### src/design/horner_polynomial_evaluator_macros.svh
// Assertion macros for the Horner polynomial evaluator.
// No dependencies; taken in by the top level with an include.
`ifndef HORNER_POLYNOMIAL_EVALUATOR_MACROS_SVH
`define HORNER_POLYNOMIAL_EVALUATOR_MACROS_SVH

// The consequent must hold in the same cycle as the antecedent.
`define HPE_ASSERT_SAME(label, clk, rst_n, ante, cons, msg) \
  label: assert property (@(posedge clk) disable iff (!rst_n) (ante) |-> (cons)) \
    else $error(msg);

// The consequent must hold in the cycle after the antecedent.
`define HPE_ASSERT_NEXT(label, clk, rst_n, ante, cons, msg) \
  label: assert property (@(posedge clk) disable iff (!rst_n) (ante) |=> (cons)) \
    else $error(msg);

`endif

### src/design/hpe_pkg.sv
// Shared types and constants for the Horner polynomial evaluator.
// No dependencies; imported by the controller, the datapath and the top level.
package hpe_pkg;

  // Sizes of the polynomial and of the fields.
  localparam int MAX_DEGREE = 6;
  localparam int COEF_WIDTH = 16;
  localparam int NUM_COEFS  = MAX_DEGREE + 1;
  localparam int DEG_W      = 3;
  localparam int X_WIDTH    = 16;
  localparam int Y_WIDTH    = 64;
  localparam int PROD_W     = Y_WIDTH + X_WIDTH;
  localparam int IDX_W      = (NUM_COEFS > 1) ? $clog2(NUM_COEFS) : 1;

  // Configuration port: the degree register followed by one register per coefficient.
  localparam int NUM_REGS   = NUM_COEFS + 1;
  localparam int CFG_IDX_W  = $clog2(NUM_REGS);
  localparam int CFG_DATA_W = (COEF_WIDTH > DEG_W) ? COEF_WIDTH : DEG_W;

  localparam logic [CFG_IDX_W-1:0] REG_POLY_DEGREE = CFG_IDX_W'(0);
  localparam int                   REG_COEF_BASE   = 1;

  typedef logic [NUM_COEFS-1:0][COEF_WIDTH-1:0] coef_vec_t;

  // Controller states.
  typedef enum logic [1:0] {
    ST_IDLE,
    ST_MUL,
    ST_ADD,
    ST_DONE
  } hpe_state_t;

  // Commands from the controller to the datapath.
  typedef struct packed {
    logic             load;
    logic             mul_en;
    logic             add_en;
    logic             out_load;
    logic [IDX_W-1:0] coef_idx;
  } hpe_cmd_t;

  // Status from the datapath to the controller.
  typedef struct packed {
    logic out_full;
  } hpe_sts_t;

endpackage

### src/design/hpe_ctrl.sv
// Controller of the Horner evaluator: sequences the multiply and add steps.
// Depends on hpe_pkg for the state type and the command and status structs.
module hpe_ctrl import hpe_pkg::*; (
  input  logic             clk,
  input  logic             rst_n,
  input  logic             in_valid,
  output logic             in_ready,
  input  logic [DEG_W-1:0] poly_degree,
  input  hpe_sts_t         sts,
  output hpe_cmd_t         cmd
);

  hpe_state_t       state_r, state_nxt;
  logic [IDX_W-1:0] cnt_r, cnt_nxt;
  logic [IDX_W-1:0] eff_degree;

  // Degrees above the maximum are saturated.
  assign eff_degree = (32'(poly_degree) > MAX_DEGREE) ? IDX_W'(MAX_DEGREE)
                                                      : IDX_W'(poly_degree);

  // State and step counter registers.
  always_ff @(posedge clk) begin
    if (!rst_n) begin
      state_r <= ST_IDLE;
      cnt_r   <= '0;
    end else begin
      state_r <= state_nxt;
      cnt_r   <= cnt_nxt;
    end
  end

  // Next state.
  always_comb begin
    state_nxt = state_r;
    unique case (state_r)
      ST_IDLE: if (in_valid) state_nxt = ST_MUL;
      ST_MUL:  state_nxt = ST_ADD;
      ST_ADD:  state_nxt = (cnt_r == '0) ? ST_DONE : ST_MUL;
      ST_DONE: if (!sts.out_full) state_nxt = ST_IDLE;
      default: state_nxt = ST_IDLE;
    endcase
  end

  // Step counter: loaded with the degree, counted down after each add.
  always_comb begin
    cnt_nxt = cnt_r;
    if (state_r == ST_IDLE && in_valid) begin
      cnt_nxt = eff_degree;
    end else if (state_r == ST_ADD && cnt_r != '0) begin
      cnt_nxt = cnt_r - IDX_W'(1);
    end
  end

  // Outputs and datapath commands.
  always_comb begin
    in_ready     = 1'b0;
    cmd.load     = 1'b0;
    cmd.mul_en   = 1'b0;
    cmd.add_en   = 1'b0;
    cmd.out_load = 1'b0;
    cmd.coef_idx = cnt_r;
    unique case (state_r)
      ST_IDLE: begin
        in_ready = 1'b1;
        cmd.load = in_valid;
      end
      ST_MUL:  cmd.mul_en = 1'b1;
      ST_ADD:  cmd.add_en = 1'b1;
      ST_DONE: cmd.out_load = !sts.out_full;
      default: in_ready = 1'b0;
    endcase
  end

endmodule

### src/design/hpe_datapath.sv
// Datapath of the Horner evaluator: multiplier, adder, overflow tracking and output register.
// Depends on hpe_pkg for widths and the command and status structs.
module hpe_datapath import hpe_pkg::*; (
  input  logic                      clk,
  input  logic                      rst_n,
  input  hpe_cmd_t                  cmd,
  output hpe_sts_t                  sts,
  input  logic signed [X_WIDTH-1:0] in_x_value,
  input  coef_vec_t                 coefs,
  output logic                      out_valid,
  input  logic                      out_ready,
  output logic signed [Y_WIDTH-1:0] out_y_value,
  output logic                      out_overflow
);

  logic signed [X_WIDTH-1:0] x_r;
  logic signed [Y_WIDTH-1:0] y_r;
  logic signed [Y_WIDTH-1:0] prod_r;
  logic                      ovf_r;
  logic signed [Y_WIDTH-1:0] out_y_r;
  logic                      out_ovf_r;
  logic                      out_valid_r;

  logic signed [PROD_W-1:0]  prod_full;
  logic                      mul_ovf;
  logic [COEF_WIDTH-1:0]     coef_sel;
  logic signed [Y_WIDTH-1:0] coef_ext;
  logic signed [Y_WIDTH-1:0] sum;
  logic                      add_ovf;

  // Full-width product; it fits 64 bits only if the top bits all copy the sign.
  assign prod_full = PROD_W'(y_r) * PROD_W'(x_r);
  assign mul_ovf   = !((&prod_full[PROD_W-1:Y_WIDTH-1]) || !(|prod_full[PROD_W-1:Y_WIDTH-1]));

  // Coefficient of the current step, sign-extended, and the wrapped sum.
  assign coef_sel = coefs[cmd.coef_idx];
  assign coef_ext = {{(Y_WIDTH-COEF_WIDTH){coef_sel[COEF_WIDTH-1]}}, coef_sel};
  assign sum      = prod_r + coef_ext;
  assign add_ovf  = (~(prod_r[Y_WIDTH-1] ^ coef_ext[Y_WIDTH-1]))
                  & (prod_r[Y_WIDTH-1] ^ sum[Y_WIDTH-1]);

  // Accumulator, product register and sticky overflow flag.
  always_ff @(posedge clk) begin
    if (cmd.load) begin
      x_r   <= in_x_value;
      y_r   <= '0;
      ovf_r <= 1'b0;
    end else if (cmd.mul_en) begin
      prod_r <= prod_full[Y_WIDTH-1:0];
      ovf_r  <= ovf_r | mul_ovf;
    end else if (cmd.add_en) begin
      y_r   <= sum;
      ovf_r <= ovf_r | add_ovf;
    end
  end

  // Output register; it holds the finished beat until it is taken.
  always_ff @(posedge clk) begin
    if (!rst_n) begin
      out_valid_r <= 1'b0;
    end else if (cmd.out_load) begin
      out_valid_r <= 1'b1;
    end else if (out_ready) begin
      out_valid_r <= 1'b0;
    end
  end

  always_ff @(posedge clk) begin
    if (cmd.out_load) begin
      out_y_r   <= y_r;
      out_ovf_r <= ovf_r;
    end
  end

  assign sts.out_full = out_valid_r && !out_ready;
  assign out_valid    = out_valid_r;
  assign out_y_value  = out_y_r;
  assign out_overflow = out_ovf_r;

endmodule

### src/design/horner_polynomial_evaluator.sv
// Horner polynomial evaluator, top level: configuration registers, controller and datapath.
// Each accepted point runs one multiply step and one add step per coefficient, d + 1 of them
// for d the saturated degree, on the single shared multiplier; no new point is taken until
// the result is loaded, and loading waits while the output register is still full.
// A finished beat waits in the output register; the next point is taken meanwhile.
// Reset (synchronous, active low) clears the degree, all coefficients and the control state.
`include "horner_polynomial_evaluator_macros.svh"

module horner_polynomial_evaluator import hpe_pkg::*; (
  input  logic                         clk,
  input  logic                         rst_n,
  input  logic                         cfg_we,
  input  logic [CFG_IDX_W-1:0]         cfg_index,
  input  logic [CFG_DATA_W-1:0]        cfg_wdata,
  input  logic                         in_valid,
  output logic                         in_ready,
  input  logic signed [X_WIDTH-1:0]    in_x_value,
  output logic                         out_valid,
  input  logic                         out_ready,
  output logic signed [Y_WIDTH-1:0]    out_y_value,
  output logic                         out_overflow
);

  logic [DEG_W-1:0] poly_degree_r;
  coef_vec_t        coef_r;
  hpe_cmd_t         cmd;
  hpe_sts_t         sts;

  // Degree register; other indexes leave it alone.
  always_ff @(posedge clk) begin
    if (!rst_n) begin
      poly_degree_r <= '0;
    end else if (cfg_we && cfg_index == REG_POLY_DEGREE) begin
      poly_degree_r <= cfg_wdata[DEG_W-1:0];
    end
  end

  // One register per coefficient; writes beyond the list are ignored.
  for (genvar i = 0; i < NUM_COEFS; i++) begin : g_coef
    always_ff @(posedge clk) begin
      if (!rst_n) begin
        coef_r[i] <= '0;
      end else if (cfg_we && cfg_index == CFG_IDX_W'(REG_COEF_BASE + i)) begin
        coef_r[i] <= cfg_wdata[COEF_WIDTH-1:0];
      end
    end
  end

  hpe_ctrl u_ctrl (
    .clk         (clk),
    .rst_n       (rst_n),
    .in_valid    (in_valid),
    .in_ready    (in_ready),
    .poly_degree (poly_degree_r),
    .sts         (sts),
    .cmd         (cmd)
  );

  hpe_datapath u_datapath (
    .clk          (clk),
    .rst_n        (rst_n),
    .cmd          (cmd),
    .sts          (sts),
    .in_x_value   (in_x_value),
    .coefs        (coef_r),
    .out_valid    (out_valid),
    .out_ready    (out_ready),
    .out_y_value  (out_y_value),
    .out_overflow (out_overflow)
  );

  // Once a point is taken, no other is taken until its result is out.
  `HPE_ASSERT_NEXT(a_one_in_flight, clk, rst_n, in_valid && in_ready, !in_ready, "second beat accepted while busy")
  // A new result appears only as the controller returns to idle.
  `HPE_ASSERT_SAME(a_result_at_idle, clk, rst_n, $rose(out_valid), in_ready, "result loaded while busy")
  // The step counter never points past the highest coefficient.
  `HPE_ASSERT_SAME(a_idx_range, clk, rst_n, cmd.add_en, cmd.coef_idx <= IDX_W'(MAX_DEGREE), "coefficient index out of range")

endmodule

### config.mk
export PLATFORM = sky130hd
export DESIGN_NAME = horner_polynomial_evaluator
export DESIGN_NICKNAME = d
export VERILOG_FILES = /design/src/design/hpe_pkg.sv /design/src/design/hpe_ctrl.sv /design/src/design/hpe_datapath.sv /design/src/design/horner_polynomial_evaluator.sv
export VERILOG_INCLUDE_DIRS = /design/src /design/src/design
export SDC_FILE = /design/constraint.sdc
export NUM_CORES = 2
export LEC_CHECK = 0
export BUFFER_PORTS_ARGS = -buffer_cell sky130_fd_sc_hd__buf_2
export CORE_AREA = 2 2 318 320
export CTS_CLUSTER_SIZE = 8
export DETAILED_ROUTE_END_ITERATION = 10
export DIE_AREA = 0 0 320 322
export HOLD_SLACK_MARGIN = 0.08
export PLACE_DENSITY = 0.68
export SLEW_MARGIN = 25
export SYNTH_ARGS = -nofsm -noshare
export SYNTH_HDL_FRONTEND = slang
export SYNTH_SLANG_ARGS = --single-unit
### constraint.sdc
create_clock -name clk -period 6.7 [get_ports clk]
set_input_delay 0.67 -clock clk [delete_from_list [all_inputs] [get_ports clk]]
set_output_delay 0.67 -clock clk [all_outputs]
set_load 0.01 [all_outputs]
=== Yosys cells after proc, flatten, opt, wreduce, memory -nomap -nowiden ===
Cells that the tools add are included.

* Register bits after elaboration: 331
* Input port bits: 40
* Output and inout port bits: 67
* Word-level logic and storage cells: 88

* $add $sub $neg: 2
* $mul: 1
* Magnitude comparators: 2
* Eq/ne operators: 12
* Muxes and demuxes: 18
* Bitwise operators: 8
* Reduce and logical (&&, ||, !) cells: 28

{| class="wikitable"
|+ Operators by type and width
! kind !! count
|-
| 64-bit by 16-bit multiplier with 80-bit output || 1
|-
| 64-bit by 16-bit adder with 64-bit output || 1
|-
| 16-bit binary-select mux with 3-bit select || 1
|-
| 17-bit AND reduction || 1
|-
| 17-bit OR reduction || 1
|-
| 16-bit 2-to-1 mux || 1
|-
| 3-bit == test (second input constant) || 4
|-
| 1-bit logical AND || 11
|-
| 1-bit 2-to-1 mux || 9
|-
| 3-bit 2-to-1 mux || 3
|-
| 2-bit one-hot mux with 4 select lines || 1
|-
| 3-bit by 2-bit == test with 1-bit output (second input constant) || 2
|-
| 3-bit logical NOT || 2
|-
| 2-bit 2-to-1 mux || 3
|-
| 2-bit AND reduction || 3
|-
| 2-bit nonzero test || 3
|-
| 2-bit == test (second input constant) || 2
|-
| 1-bit logical NOT || 4
|-
| 3-bit by 4-bit < comparator with 1-bit output (second input constant) || 1
|-
| 2-bit != test (second input constant) || 2
|-
| 3-bit by 1-bit == test with 1-bit output (second input constant) || 1
|-
| 3-bit > comparator (second input constant) || 1
|-
| 1-bit inverter || 3
|-
| 3-bit nonzero test || 1
|-
| 7 further kinds || 9
|}

=== Depth between registers and ports, before layout ===
* Depth in word-level cells: 8
* Mapped depth: 32
* Depth with buffers taken out: 28

=== Cells and area by module ===
Synthesis repeated with hierarchy kept, for this count alone.

* Cell total of the unflattened synthesis: 5482
* Area total of the unflattened synthesis: 49826.5 µm²

{| class="wikitable"
|+ Modules (own cells, without submodules)
! module !! times used !! cells each !! area an instance (µm²) !! sequential area each (µm²)
|-
| hpe_datapath || 1 || 5044 || 45312.2 || 5675.4
|-
| horner_polynomial_evaluator || 1 || 397 || 4189.0 || 2302.2
|-
| hpe_ctrl || 1 || 41 || 325.3 || 100.1
|}

=== Worst setup path after synthesis ===
Ideal clock, no wire load.

* Path type: reg2reg
* From: register u_ctrl.cnt_r[0]
* To: register u_datapath.y_r[57]
* Library setup time: 154 ps
* Arrival: 7213 ps
* Required time: 6546 ps
* Path slack: -667 ps
* Cell stages (with the launch flop): 19
* Buffers on the path: 2
* Clock period less this slack: 7367 ps
* Cell sequence: dfxtp_1 > clkbuf_1 > inv_1 > nor2_1 > a21oi_1 > o21ai_0 > ha_1 > clkbuf_1 > and3_1 > a221o_1 > a21o_1 > a21oi_1 > nand2_1 > a311oi_1 > o21ai_0 > a31o_2 > a311o_1 > a41oi_1 > nor2_1

* Cells in the longest elaborated chain, start to end: 3

{| class="wikitable"
|+ RTL lines
! element !! line !! RTL
|-
| start, declared || hpe_ctrl.sv:14 || <nowiki>logic [IDX_W-1:0] cnt_r, cnt_nxt;</nowiki>
|-
| start signal, assigned || hpe_ctrl.sv:28 || <nowiki>cnt_r <= cnt_nxt;</nowiki>
|-
| 16-bit binary-select mux with 3-bit select || hpe_datapath.sv:36 || <nowiki>assign coef_sel = coefs[cmd.coef_idx];</nowiki>
|-
| 16-bit 2-to-1 mux (implied by the code) || hpe_datapath.sv:36 ||
|-
| 64-bit by 16-bit adder with 64-bit output || hpe_datapath.sv:38 || <nowiki>assign sum = prod_r + coef_ext;</nowiki>
|-
| end signal, assigned || hpe_datapath.sv:52 || <nowiki>y_r <= sum;</nowiki>
|-
| end, declared || hpe_datapath.sv:17 || <nowiki>logic signed [Y_WIDTH-1:0] y_r;</nowiki>
|}

Every way passes these cells. The select of a mux whose other input is x is not followed.
A chain may end at the register's enable or synchronous reset.

=== Final worst setup path ===
* From: register u_datapath.x_r[1]
* To: register u_datapath.ovf_r

* Cells in the longest elaborated chain, start to end: 7
* Elaborated cells between the ends (all ways): 8
* Classes of those cells: mul: 1; mux: 1; bitwise: 1; reduce/logical: 5

{| class="wikitable"
|+ RTL lines
! element !! line !! RTL
|-
| start, declared || hpe_datapath.sv:16 || <nowiki>logic signed [X_WIDTH-1:0] x_r;</nowiki>
|-
| start signal, assigned || hpe_datapath.sv:45 || <nowiki>x_r <= in_x_value;</nowiki>
|-
| 64-bit by 16-bit multiplier with 80-bit output (*) || hpe_datapath.sv:32 || <nowiki>assign prod_full = PROD_W'(y_r) * PROD_W'(x_r);</nowiki>
|-
| 17-bit OR reduction || hpe_datapath.sv:33 || <nowiki>assign mul_ovf = !((&prod_full[PROD_W-1:Y_WIDTH-1]) || !(|prod_full[PROD_W-1:Y_WIDTH-1]));</nowiki>
|-
| 1-bit logical NOT || hpe_datapath.sv:33 ||
|-
| 1-bit logical OR (*) || hpe_datapath.sv:33 ||
|-
| 1-bit logical NOT (*) || hpe_datapath.sv:33 ||
|-
| 1-bit bitwise OR (*) || hpe_datapath.sv:50 || <nowiki>ovf_r <= ovf_r | mul_ovf;</nowiki>
|-
| 1-bit 2-to-1 mux (*) || hpe_datapath.sv:48 || <nowiki>end else if (cmd.mul_en) begin</nowiki>
|-
| end signal, assigned || hpe_datapath.sv:50 ||
|-
| end signal, assigned || hpe_datapath.sv:53 || <nowiki>ovf_r <= ovf_r | add_ovf;</nowiki>
|-
| end, declared || hpe_datapath.sv:19 || <nowiki>logic ovf_r;</nowiki>
|}

Every way passes the cells marked *; elsewhere a longest branch is shown, timed or not.

==> flow_summary.ini <==
[setup_path]
crit_type = reg -> reg
crit_top_cell = fa_1
start_kind = flop
arrival_ns = 8.18
crit_fanout = 25
critPathSlowestCell = fa_1
rr_worst_depth = 27
slowest_delay_ns = 0.57
required_ns = 7.22
crit_path_end_kind = flop

[sta]
tightestPinTransition_ns = 1.01
hold_viol = 0
fmax_ghz = 0.131
layout_setup_ws_ns = -0.962
holdWs_ns = 0.169
setup_violations = 7
fin_crit_ns = 7.66
rsz0062_at_grt = yes
maxSlewViolCount = 0
final.setup_skew_ns = 0.0524
slew_headroom_pct = 32.5
period_share_pct = 114

[global_routing]
grt-ovfl-total = 0
antenna_found_initial = 3
grt_start_max_net_pins = 121
grt_pass1_wl_um = 221000
track_usage_pct = 27.2
grt_pass1_vias = 40800

[worst_hold_path]
hold_depth = 1
hold_path_class = in -> reg

[synth]
postSynth.asyncResetShare_pct = 0
synth.area.mux_share_pct = 2.37
synth_cells = 5443
synth_top_family_by_area = adder cells
syn-cell-area_um2 = 49400
synth_nets = 6665
synthAdderAreaFrac_pct = 44.2
synth.distinct_cells = 77
synth_ff_type = dfxtp_1
synth_edf_count = 145
synthXorXnorAreaFrac_pct = 2.52
yosys_warnings = 0
synthSimpleGateAreaFrac_pct = 16.1
seq_area_frac_synth_pct = 16.4
synth-compound-area-share_pct = 8.18
synth_area_per_cell_um2 = 9.07
ys_seq_elements = 331

[outcome]
violations = negative setup slack
outcome = finished with violations

[floorplanning]
io_pins = 107
die_y_um = 322
die_area_um2 = 103000
die_x_um = 320
start_util_pct = 49.6
coreArea_um2 = 99600
rows = 116

[drt]
routedWlPerCell_um = 18.8
drc = 0
wl_um = 135000
ant_nets = 0
drtIter0Drc = 2400
via_per_inst = 5.32
first_pass_iters = 5
vias = 38300

[clocking]
htree_levels = 2
clockRootBuffer = clkbuf_16
cts_buffers = 49
path_clk_slew_ns = 0.06
holdBufCountCts = 0
cts.sinks = 331
clkLatencyLatePin_ns = 0.67
clockBufferDepth = 3
cts_tree = built

[layout]
fill_cells = 8754
multiInputGateArea_um2 = 36700
drive_gt1_share_pct = 14.2
register_area_um2 = 8090
n_antenna_cell = 0
finalNonFillerCells = 7189
area_delta_synth_final_pct = 16.1
fin_nets = 7083

[placement]
hpwl_um = 108000
place.gp.congestion = 0.941
place.port_buffers = 106
dpl.cell_count = 7102
place_ws_ns = -1.03

[job]
drv_cap = 0
[layer usage]
metal	vias up	routed length (µm)	global-route usage, %	part of all wire, %
met3	271	8280	3.92	6.1
met4	6	4930	9.23	3.6
li1	17500	-	-	-
met1	19400	55800	35.5	41
met5	-	44	0	0.033
met2	1160	66100	46.6	49
[registers in the layout, indices dropped and copies added, names as in the netlist]
signal	count
coef_r	112
poly_degree_r	3
u_ctrl.cnt_r	3
u_ctrl.state_r	2
u_datapath.out_overflow	1
u_datapath.out_valid	1
u_datapath.out_y_value	64
u_datapath.ovf_r	1
u_datapath.prod_r	64
u_datapath.x_r	16
u_datapath.y_r	64
[Yosys cell counts (5+ instances only)]
library cell | number | area, µm²
nor2b_1 | 24 | 150
inv_1 | 1062 | 3990
o31ai_1 | 7 | 52.6
xnor2_1 | 87 | 762
o211ai_1 | 13 | 97.6
and2_1 | 391 | 2450
buf_2 | 16 | 80.1
mux4_2 | 16 | 360
clkbuf_1 | 253 | 950
nor2_1 | 189 | 709
edfxtp_1 | 145 | 4350
nand2b_1 | 33 | 206
a211oi_1 | 13 | 97.6
buf_1 | 13 | 48.8
or3_1 | 8 | 50.1
a2111oi_0 | 6 | 52.6
or2_2 | 5 | 31.3
a21boi_0 | 118 | 886
o21bai_1 | 23 | 173
a31oi_1 | 20 | 125
nand2_1 | 942 | 3540
dfxtp_1 | 186 | 3720
mux2i_1 | 80 | 801
nand4_1 | 45 | 282
fa_1 | 935 | 18700
nor3_1 | 23 | 115
a21o_1 | 70 | 526
nor4_1 | 7 | 43.8
a41oi_1 | 6 | 52.6
ha_1 | 247 | 3090
a21oi_1 | 166 | 831
xor2_1 | 53 | 464
nand3_1 | 27 | 135
o21a_1 | 14 | 105
o21ai_0 | 110 | 551
and3_1 | 11 | 68.8
[kinds of logic after synthesis]
kind of cell | count (synthesis)
AO/OA/AOI/OAI | 617
flip-flops | 331
multiplexers | 97
buffers and inverters | 1350
adder cells (fa/ha/maj) | 1182
AND/OR/NAND/NOR | 1725
XOR/XNOR | 141
[what timing repair did]
| action | 4_1_cts | 5_1_grt |
|---|---|---|
| setup buffers | 3 | 2 |
| pin swaps | 9 | 7 |
| gates resized for setup | 36 | 63 |
| gates cloned | 1 | 0 |
| endpoints found under the setup margin | 18 | 23 |
[layout make-up]
cell class | count | area share [%]
inverters | 1063 | 6.96
well taps | 1298 | 2.83
multi-input cells | 3762 | 64.0
clock inverters | 5 | 0.201
clock buffers | 76 | 2.41
repair buffers | 654 | 9.46
flip-flops and latches | 331 | 14.1
[worst paths after layout]
| check | startpoint | end | slack (ns) |
|---|---|---|---|
| worst max register to register | u_datapath.x_r[1] | u_datapath.ovf_r | -0.96 |
| worst min-delay path | in_x_value[3] | u_datapath.x_r[3] | 0.17 |
| worst max-delay path | u_datapath.x_r[1] | u_datapath.ovf_r | -0.96 |
| worst min register to register | poly_degree_r[1] | u_ctrl.cnt_r[1] | 0.44 |
[cells in the final DEF, fill, tap and decap left out, types with 7 or more instances in the layout]
cell / instances
o21ai_1: 12
o21ai_0: 92
nand2_1: 938
buf_12: 59
mux4_2: 16
buf_2: 106
nand4_1: 45
fa_1: 932
nand2b_1: 32
a211oi_1: 10
dfxtp_2: 7
nor2b_1: 23
nor2_1: 184
and3_1: 11
inv_1: 1061
nor3_1: 20
clkbuf_1: 24
xnor2_1: 86
and2_1: 388
a21o_1: 70
ha_4: 11
mux2i_1: 80
ha_1: 235
o211ai_1: 13
dfxtp_1: 179
a21oi_1: 150
clkbuf_16: 51
o21ai_2: 9
a31oi_1: 17
xor2_1: 53
nand3_1: 27
a21oi_2: 16
edfxtp_1: 145
o21bai_1: 22
o21a_1: 14
a21boi_0: 118
buf_4: 484
[critical path: cells and delay by family (launching register included)]
family / cells / cell delay, ns
buffers and inverters: 5 / 0.42
flip-flops: 1 / 0.42
AO/OA/AOI/OAI: 7 / 1.72
AND/OR/NAND/NOR: 6 / 1.06
adder cells (fa/ha/maj): 7 / 3.45
multiplexers: 2 / 0.40
[metrics by stage]
step                TNS (ns)  cell area (µm²)  util, %
finish                 -2.07            57300     57.6
global route           -5.14            57300     57.6
CTS                    -2.55            57000     57.3
detailed placement     -4.63            55300     55.6
global placement       -3.38            55300     55.6
floorplan             -0.408            49600        -
Power is left out: the tool's default activity adds up to more than one toggle a clock period on the data nets, which glitch-free logic cannot reach.
